<file path="src/design/md5he_pkg.sv">
package md5he_pkg;

  // chain value words, word 0 in the low 32 bits
  typedef logic [3:0][31:0] chain_t;

  // write request into the block buffer
  typedef struct packed {
    logic        en;
    logic [3:0]  addr;
    logic [31:0] data;
  } blk_wr_t;

  localparam chain_t MD5_IV = {32'h10325476, 32'h98badcfe, 32'hefcdab89, 32'h67452301};

  localparam logic [31:0] PAD_MARK_WORD = 32'h0000_0080;

  localparam logic [31:0] K_TAB [64] = '{
    32'hd76aa478, 32'he8c7b756, 32'h242070db, 32'hc1bdceee,
    32'hf57c0faf, 32'h4787c62a, 32'ha8304613, 32'hfd469501,
    32'h698098d8, 32'h8b44f7af, 32'hffff5bb1, 32'h895cd7be,
    32'h6b901122, 32'hfd987193, 32'ha679438e, 32'h49b40821,
    32'hf61e2562, 32'hc040b340, 32'h265e5a51, 32'he9b6c7aa,
    32'hd62f105d, 32'h02441453, 32'hd8a1e681, 32'he7d3fbc8,
    32'h21e1cde6, 32'hc33707d6, 32'hf4d50d87, 32'h455a14ed,
    32'ha9e3e905, 32'hfcefa3f8, 32'h676f02d9, 32'h8d2a4c8a,
    32'hfffa3942, 32'h8771f681, 32'h6d9d6122, 32'hfde5380c,
    32'ha4beea44, 32'h4bdecfa9, 32'hf6bb4b60, 32'hbebfbc70,
    32'h289b7ec6, 32'heaa127fa, 32'hd4ef3085, 32'h04881d05,
    32'hd9d4d039, 32'he6db99e5, 32'h1fa27cf8, 32'hc4ac5665,
    32'hf4292244, 32'h432aff97, 32'hab9423a7, 32'hfc93a039,
    32'h655b59c3, 32'h8f0ccc92, 32'hffeff47d, 32'h85845dd1,
    32'h6fa87e4f, 32'hfe2ce6e0, 32'ha3014314, 32'h4e0811a1,
    32'hf7537e82, 32'hbd3af235, 32'h2ad7d2bb, 32'heb86d391
  };

  // indexed by {round, step[1:0]}
  localparam logic [4:0] ROT_TAB [16] = '{
    5'd7, 5'd12, 5'd17, 5'd22,
    5'd5, 5'd9,  5'd14, 5'd20,
    5'd4, 5'd11, 5'd16, 5'd23,
    5'd6, 5'd10, 5'd15, 5'd21
  };

  function automatic logic [31:0] md5_k(input logic [5:0] idx);
    return K_TAB[idx];
  endfunction

  function automatic logic [4:0] md5_rot(input logic [5:0] idx);
    return ROT_TAB[{idx[5:4], idx[1:0]}];
  endfunction

  // message word used by a step
  function automatic logic [3:0] md5_g(input logic [5:0] idx);
    logic [3:0] i4;
    logic [3:0] g;
    i4 = idx[3:0];
    case (idx[5:4])
      2'd0:    g = i4;
      2'd1:    g = i4 * 4'd5 + 4'd1;
      2'd2:    g = i4 * 4'd3 + 4'd5;
      default: g = i4 * 4'd7;
    endcase
    return g;
  endfunction

  function automatic logic [31:0] md5_f(input logic [1:0] rnd, input logic [31:0] b,
                                        input logic [31:0] c, input logic [31:0] d);
    logic [31:0] f;
    case (rnd)
      2'd0:    f = d ^ (b & (c ^ d));
      2'd1:    f = c ^ (d & (b ^ c));
      2'd2:    f = b ^ c ^ d;
      default: f = c ^ (b | ~d);
    endcase
    return f;
  endfunction

  function automatic logic [31:0] rotl32(input logic [31:0] x, input logic [4:0] s);
    logic [63:0] t;
    t = {x, x} << s;
    return t[63:32];
  endfunction

endpackage

</file>
<file path="src/design/md5he_round.sv">
module md5he_round
  import md5he_pkg::*;
(
  input  logic    clk,
  input  logic    rst_n,
  input  blk_wr_t wr,
  input  logic    start,
  input  chain_t  chain_in,
  output logic    done,
  output chain_t  chain_out
);

  logic [31:0] mem [16];
  logic [31:0] rd_data_r;
  logic        run_r;
  logic [6:0]  cnt_r;
  logic [31:0] a_r, b_r, c_r, d_r, pre_r;

  logic        rd_en, pre_en, exe_en;
  logic [5:0]  pre_idx, exe_idx;
  logic [31:0] pre_a, f_val, b_nxt;

  // read issued ahead into rd_data_r; pre_r holds a + K + M for the next step
  assign rd_en   = run_r && !cnt_r[6];
  assign pre_idx = 6'(cnt_r - 7'd1);
  assign exe_idx = 6'(cnt_r - 7'd2);
  assign pre_en  = run_r && (cnt_r >= 7'd1) && (cnt_r <= 7'd64);
  assign exe_en  = run_r && (cnt_r >= 7'd2) && (cnt_r <= 7'd65);
  assign done    = run_r && (cnt_r == 7'd66);

  // before the first step a comes from the loaded state, later it is the current d
  assign pre_a = (cnt_r == 7'd1) ? a_r : d_r;
  assign f_val = md5_f(exe_idx[5:4], b_r, c_r, d_r);
  assign b_nxt = b_r + rotl32(pre_r + f_val, md5_rot(exe_idx));

  always_ff @(posedge clk) begin
    if (wr.en) begin
      mem[wr.addr] <= wr.data;
    end
    if (rd_en) begin
      rd_data_r <= mem[md5_g(cnt_r[5:0])];
    end
  end

  always_ff @(posedge clk) begin
    if (!rst_n) begin
      run_r <= 1'b0;
      cnt_r <= '0;
    end else if (start) begin
      run_r <= 1'b1;
      cnt_r <= '0;
    end else if (done) begin
      run_r <= 1'b0;
    end else if (run_r) begin
      cnt_r <= cnt_r + 7'd1;
    end
  end

  always_ff @(posedge clk) begin
    if (start) begin
      a_r <= chain_in[0];
      b_r <= chain_in[1];
      c_r <= chain_in[2];
      d_r <= chain_in[3];
    end else if (exe_en) begin
      a_r <= d_r;
      b_r <= b_nxt;
      c_r <= b_r;
      d_r <= c_r;
    end
    if (pre_en) begin
      pre_r <= pre_a + md5_k(pre_idx) + rd_data_r;
    end
  end

  assign chain_out[0] = chain_in[0] + a_r;
  assign chain_out[1] = chain_in[1] + b_r;
  assign chain_out[2] = chain_in[2] + c_r;
  assign chain_out[3] = chain_in[3] + d_r;

  a_no_write_in_run: assert property (@(posedge clk) disable iff (!rst_n)
    run_r |-> !wr.en)
    else $error("block buffer written during compression");

  a_no_restart: assert property (@(posedge clk) disable iff (!rst_n)
    run_r |-> !start)
    else $error("compression restarted while running");

  a_done_ends_run: assert property (@(posedge clk) disable iff (!rst_n)
    done |=> !run_r)
    else $error("compression still running after done");

endmodule

</file>
<file path="src/design/md5_hash_engine_unit.sv">
// MD5 hasher. Message words enter on in_* (bytes little-endian, in_tuser = valid byte count,
// values above four count as four; in_tlast ends the message, an empty last word is legal).
// Words are taken one per cycle while in_tready is high, which is only in the idle state; each
// completed 64-byte block then runs through the compression unit, one MD5 step per cycle, with
// the message word for each step read from a 16-word block memory ahead of that step. The last
// word starts padding, which takes one or two block compressions, after which the digest is
// handed to the output buffer. The digest leaves as four words on out_* (out_tuser = word
// index, out_tlast on word 3) from that buffer, so the next message is accepted while the
// digest drains.
module md5_hash_engine_unit
  import md5he_pkg::*;
(
  input  logic        clk,
  input  logic        rst_n,
  input  logic        in_tvalid,
  output logic        in_tready,
  input  logic [31:0] in_tdata,   // [31:0] data_word
  input  logic [2:0]  in_tuser,   // [2:0] byte_count
  input  logic        in_tlast,
  output logic        out_tvalid,
  input  logic        out_tready,
  output logic [31:0] out_tdata,  // [31:0] digest_word
  output logic [1:0]  out_tuser,  // [1:0] word_index
  output logic        out_tlast
);

  typedef enum logic [7:0] {
    S_IDLE   = 8'b0000_0001,
    S_MARK   = 8'b0000_0010,
    S_ZERO   = 8'b0000_0100,
    S_LENLO  = 8'b0000_1000,
    S_LENHI  = 8'b0001_0000,
    S_COMP   = 8'b0010_0000,
    S_DIGEST = 8'b0100_0000,
    S_SPARE  = 8'b1000_0000
  } state_t;

  state_t      state_r, ret_r, phase_nxt;
  logic [5:0]  fill_r;
  logic [31:0] part_r;
  logic [63:0] len_r;
  chain_t      chain_r, dig_r, chain_out;
  logic        out_busy_r;
  logic [1:0]  out_idx_r;

  logic        absorb, wr_word, block_done, core_done;
  logic [31:0] src_word, word_m;
  logic [2:0]  src_cnt, sum3;
  logic [1:0]  off;
  logic [63:0] comb64, bits;
  blk_wr_t     blk_wr;

  assign in_tready = (state_r == S_IDLE);
  assign off       = fill_r[1:0];
  assign bits      = {len_r[60:0], 3'b000};

  always_comb begin
    src_word  = '0;
    src_cnt   = '0;
    absorb    = 1'b0;
    phase_nxt = S_IDLE;
    unique case (state_r)
      S_IDLE: begin
        src_word  = in_tdata;
        src_cnt   = (in_tuser > 3'd4) ? 3'd4 : in_tuser;
        absorb    = in_tvalid;
        phase_nxt = in_tlast ? S_MARK : S_IDLE;
      end
      S_MARK: begin
        src_word  = PAD_MARK_WORD;
        src_cnt   = 3'd1;
        absorb    = 1'b1;
        phase_nxt = S_ZERO;
      end
      S_ZERO: begin
        // zeros up to the next word boundary until 56 bytes are in the block
        src_cnt   = 3'd4 - {1'b0, off};
        absorb    = (fill_r != 6'd56);
        phase_nxt = S_ZERO;
      end
      S_LENLO: begin
        src_word  = bits[31:0];
        src_cnt   = 3'd4;
        absorb    = 1'b1;
        phase_nxt = S_LENHI;
      end
      S_LENHI: begin
        src_word  = bits[63:32];
        src_cnt   = 3'd4;
        absorb    = 1'b1;
        phase_nxt = S_DIGEST;
      end
      default: begin
        absorb = 1'b0;
      end
    endcase
  end

  always_comb begin
    for (int i = 0; i < 4; i++) begin
      word_m[8*i +: 8] = (3'(i) < src_cnt) ? src_word[8*i +: 8] : 8'h00;
    end
  end

  // part_r keeps the bytes of the partly filled word, bytes above off are zero
  assign comb64     = {32'h0, part_r} | ({32'h0, word_m} << {off, 3'b000});
  assign sum3       = {1'b0, off} + src_cnt;
  assign wr_word    = sum3[2];
  assign block_done = absorb && wr_word && (fill_r[5:2] == 4'hf);

  assign blk_wr.en   = absorb && wr_word;
  assign blk_wr.addr = fill_r[5:2];
  assign blk_wr.data = comb64[31:0];

  md5he_round u_round (
    .clk       (clk),
    .rst_n     (rst_n),
    .wr        (blk_wr),
    .start     (block_done),
    .chain_in  (chain_r),
    .done      (core_done),
    .chain_out (chain_out)
  );

  always_ff @(posedge clk) begin
    if (!rst_n) begin
      state_r    <= S_IDLE;
      ret_r      <= S_IDLE;
      fill_r     <= '0;
      part_r     <= '0;
      len_r      <= '0;
      chain_r    <= MD5_IV;
      out_busy_r <= 1'b0;
      out_idx_r  <= '0;
    end else begin
      if (absorb) begin
        fill_r  <= fill_r + {3'b000, src_cnt};
        part_r  <= wr_word ? comb64[63:32] : comb64[31:0];
        ret_r   <= phase_nxt;
        state_r <= block_done ? S_COMP : phase_nxt;
        if (state_r == S_IDLE) begin
          len_r <= len_r + {61'd0, src_cnt};
        end
      end else begin
        unique case (state_r)
          S_ZERO: begin
            state_r <= S_LENLO;
          end
          S_COMP: begin
            if (core_done) begin
              chain_r <= chain_out;
              state_r <= ret_r;
            end
          end
          S_DIGEST: begin
            if (!out_busy_r) begin
              chain_r    <= MD5_IV;
              fill_r     <= '0;
              part_r     <= '0;
              len_r      <= '0;
              out_busy_r <= 1'b1;
              out_idx_r  <= '0;
              state_r    <= S_IDLE;
            end
          end
          default: begin
            state_r <= state_r;
          end
        endcase
      end

      if (out_busy_r && out_tready) begin
        out_idx_r <= out_idx_r + 2'd1;
        if (out_idx_r == 2'd3) begin
          out_busy_r <= 1'b0;
        end
      end
    end
  end

  always_ff @(posedge clk) begin
    if ((state_r == S_DIGEST) && !out_busy_r) begin
      dig_r <= chain_r;
    end else if (out_busy_r && out_tready) begin
      dig_r <= {32'h0, dig_r[3:1]};
    end
  end

  assign out_tvalid = out_busy_r;
  assign out_tdata  = dig_r[0];
  assign out_tuser  = out_idx_r;
  assign out_tlast  = (out_idx_r == 2'd3);

  a_len_at_block_end: assert property (@(posedge clk) disable iff (!rst_n)
    (state_r == S_LENHI) |-> (fill_r == 6'd60))
    else $error("length high word not at end of block");

  a_digest_aligned: assert property (@(posedge clk) disable iff (!rst_n)
    (state_r == S_DIGEST) |-> (fill_r == 6'd0) && (part_r == 32'h0))
    else $error("digest with bytes left in block buffer");

  a_done_in_comp: assert property (@(posedge clk) disable iff (!rst_n)
    core_done |-> (state_r == S_COMP))
    else $error("compression finished outside compress state");

  a_no_input_in_comp: assert property (@(posedge clk) disable iff (!rst_n)
    (state_r == S_COMP) |-> !absorb)
    else $error("bytes absorbed during compression");

endmodule

</file>
<file path="config.mk">
export PLATFORM = sky130hd
export DESIGN_NAME = md5_hash_engine_unit
export DESIGN_NICKNAME = d
export VERILOG_FILES = /design/src/design/md5he_pkg.sv /design/src/design/md5he_round.sv /design/src/design/md5_hash_engine_unit.sv
export SDC_FILE = /design/constraint.sdc
export NUM_CORES = 2
export LEC_CHECK = 0
export BUFFER_PORTS_ARGS = -buffer_cell sky130_fd_sc_hd__buf_2
export CELL_PAD_IN_SITES_DETAIL_PLACEMENT = 0
export CELL_PAD_IN_SITES_GLOBAL_PLACEMENT = 1
export CORE_MARGIN = 2
export CORE_UTILIZATION = 30
export DETAILED_ROUTE_END_ITERATION = 16
export HOLD_SLACK_MARGIN = 0.02
export PLACE_DENSITY = 0.5
export SLEW_MARGIN = 20
export SYNTH_ARGS = -nofsm -noshare
export SYNTH_HDL_FRONTEND = slang
export SYNTH_SLANG_ARGS = --single-unit
</file>
<file path="constraint.sdc">
create_clock -name clk -period 18.4 [get_ports clk]
set_input_delay 2.76 -clock clk [delete_from_list [all_inputs] [get_ports clk]]
set_output_delay 2.76 -clock clk [all_outputs]
set_load 0.05 [all_outputs]
</file>
==> impl_metrics.csv <==
group,metric,value,unit
logic_synthesis,netlist_area,62300,um2
status,status,"finished clean",
pwr,cellPowerDensity,82.0,nW/um2
setup_path,cp_num_buf_inv,2,
global_route,grt.met2_usage,34.6,%
sta,hold_ws,0.448,ns
cells_and_area,drive_above_1_share,11.3,%
clock_tree,cts_inserted_buffers,135,
placement,dp.cells,8582,
logic_synthesis,syn_inst,6087,
setup_path,critical_path.top_delay_family,"compound AO/OA/AOI/OAI gates",
floorplan,core_area,207000,um2
sta,min_period,11.69,ns
logic_synthesis,synth.most_common_cell,"nand2_1",
setup_path,arrival,12.36,ns
detailed_routing,drt_iter0_drc,3988,
clock_tree,cts_resized,0,
sta,fmax,85.5,MHz
detailed_routing,vias_per_cell,5.32,
clock_tree,htree_levels,4,
floorplan,die_area,211000,um2
placement,place_congestion,0.877,
logic_synthesis,synth.net_count,6439,
floorplan,die_h,460,um
detailed_routing,wl_per_cell,25.2,um
sta,relSlewSlack,23.5,%
sta,worst_pin_slew,1.12,ns
logic_synthesis,synth_flop_cell,"edfxtp_1",
sta,fin_setup_tns,0,ns
sta,maxSlewViolCount,0,
worst_hold_path,whs_path_depth,2,
logic_synthesis,synth_compound_area_share,14.8,%
setup_path,crit_path_start_kind,"flip-flop",
floorplan,ioPinCount,77,
logic_synthesis,yosys.area_share.simple,14.6,%
logic_synthesis,ys_types,91,
setup_path,crit_fanout,42,
detailed_routing,drc,0,
global_route,use_met1,28.7,%
clock_tree,clkSinkCount,1082,
logic_synthesis,synthXorXnorAreaFrac,4.55,%
pwr,seq_power_share,47.6,%
pwr,power.total,5.76,mW
logic_synthesis,yosysTopAreaCell,"edfxtp_1",
global_route,grt_pass1_vias,46100,
setup_path,required,19.06,ns
setup_path,critPathKind,"flip-flop to flip-flop",
clock_tree,cts-root-buf,"clkbuf_16",
setup_path,endpoint_kind,"flip-flop",
cells_and_area,syn2layout_area_growth,12.6,%
cells_and_area,nets,6368,
clock_tree,hold_buffers,0,
sta,setup_viol,0,
detailed_routing,firstDrtPassIters,10,
floorplan,die_w,460,um
setup_path,reg2regPathDepth,34,
sta,skew,0.0812,ns
pwr,ir_worst_vdd,0.0952,mV
logic_synthesis,synth_seq_cells,1082,
logic_synthesis,yosysWarnings,0,
global_route,grt_pass1_wl,325,mm
placement,numPortBuffers,76,
global_route,track_usage,20.8,%
logic_synthesis,synth.top_cell.area_share,40.1,%
logic_synthesis,synthAdderAreaFrac,6.82,%
clock_tree,postCtsSetupBuffers,0,
logic_synthesis,ys_top_cells_by_count,"nand2_1 (999), edfxtp_1 (832), nor2_1 (553)",
setup_path,slowest_delay,0.82,ns
global_route,antenna_found_initial,15,
setup_path,worst-path-stages,34,
pwr,p_comb_share,6.2,%
worst_hold_path,hold_class,"flip-flop to flip-flop",
pwr,switching_share,24.9,%
clock_tree,clkLatencyLatePin,0.82,ns
pwr,p_int,4.33,mW
sta,rsz0062_at_grt,"no",
placement,dpl.hpwl,153,mm
global_route,top_usage_layer,"met2",
clock_tree,clk_pin_slew,0.06,ns
global_route,grt_start_max_net_pins,99,
cells_and_area,fin_cells,8833,
floorplan,rows,167,
logic_synthesis,synth_area_leaders,"edfxtp_1 (40%), dfxtp_1 (8.0%), nand2_1 (6.0%), ha_1 (5.3%), mux4_2 (5.0%)",
pwr,leakage,25.9,nW
logic_synthesis,syn_avg_cell_area,10.2,um2
setup_path,cp_slowest_cell,"o41ai_1",
clock_tree,cts_tree,"yes",
sta,min_period_over_period,63.6,%
detailed_routing,vias,47000,
logic_synthesis,synth_top_family_by_area,"compound AO/OA/AOI/OAI gates",
detailed_routing,drt_wl_total,222,mm
logic_synthesis,yosysSeqAreaShare,48.1,%
pwr,clockPowerShare,46.3,%
clock_tree,clockBufferDepth,3,
run,cap_violations,0,
detailed_routing,drtAntennaViolNets,0,
global_route,grt_use_met3,2.64,%
logic_synthesis,synthArstFlopShare,0,%
sta,finalHoldViolCount,0,
floorplan,start_util,30.1,%
logic_synthesis,synthMuxAreaShare,7.64,%
pwr,p_sw,1.43,mW
logic_synthesis,synth_edf_count,832,
cells_and_area,fillers,21000,
global_route,overflow,0,
[cell families (layout without fill, tap and decap cells)]
group,after synthesis,in the layout
mux,296,296
flops,1082,1082
simple gates,2097,2097
fa+ha+maj,312,312
other cells,0,2
buf+inv,519,559
xor+xnor,322,322
compound gates,1459,1459
[placed cells by master, fill, tap and decap left out, types with 98 or more instances in the layout]
cell / synthesis / routed
a21oi_1: 442 / 442
xor2_1: 110 / 108
o21ai_0: 318 / 313
nand3_1: 98 / 98
inv_1: 118 / 117
edfxtp_1: 832 / 832
mux2i_1: 108 / 107
nor2_1: 553 / 534
dfxtp_1: 250 / 250
a21o_1: 110 / 110
mux4_2: 139 / 138
buf_4: 32 / 110
ha_1: 266 / 265
clkbuf_16: 0 / 137
xnor2_1: 211 / 202
nand2_1: 999 / 994
[area by class of cell]
cell class                      count  area [um2]  share of cell area, %
Multi-Input combinational cell   4486       30600                   43.6
Sequential cell                  1082       30000                   42.7
Clock buffer                      177        3670                   5.23
Tap cell                         2704        3380                   4.82
Timing Repair Buffer              188        1250                   1.78
Clock inverter                     71         833                   1.19
Inverter                          123         469                  0.669
Antenna cell                        2        5.00                0.00713
[worst register-to-register path: cells and delay by family (launching register included)]
family	cells	cell delay [ns]
simple gates	7	1.05
compound gates	16	5.44
mux	2	0.84
xor+xnor	4	1.35
buf+inv	2	1.07
fa+ha+maj	3	1.09
flops	1	0.73
[routing by layer]
metal | up-vias | part of all wire [%]
met5 | - | 0.034
met4 | 10 | 1.8
met3 | 230 | 3.9
met2 | 1029 | 48
met1 | 23500 | 46
li1 | 22200 | -
[through the flow]
stage	instance area (um2)	setup WS (ns)	utilization, %
6_report	70200	6.71	33.9
5_1_grt	70200	5.64	33.9
4_1_cts	70200	6.78	33.9
3_5_place_dp	65700	6.83	31.7
3_3_place_gp	65600	6.97	31.7
2_1_floorplan	62300	9.36	-
[power groups by stage]
stage          clock network, mW  logic [mW]  registers [mW]
4_1_cts                     2.74       0.366            2.74
5_1_grt                     2.84       0.391            2.74
2_1_floorplan                  0       0.204            2.79
6_report                    2.66       0.356            2.74
3_3_place_gp                   0       0.359            2.79
3_5_place_dp                   0       0.365            2.79
[final timing paths]
path	startpoint	endpoint	slack, ns
min reg2reg	part_r[27]	part_r[27]	0.45
max reg2reg	u_round.cnt_r[2]	u_round.b_r[31]	6.71
min	part_r[27]	part_r[27]	0.45
max	u_round.cnt_r[2]	u_round.b_r[31]	6.71
[flip-flops by register name, summed over array words and instances (netlist names), 6 cells and up]
register           count
state_r                7
u_round.pre_r         32
part_r                32
dig_r                 96
u_round.a_r           32
out_tdata             32
len_r                 61
u_round.rd_data_r     32
u_round.d_r           32
u_round.cnt_r          7
fill_r                 6
u_round.mem          512
chain_r              128
u_round.c_r           32
u_round.b_r           32
No activity file was read; power rests on OpenSTA's default activity.
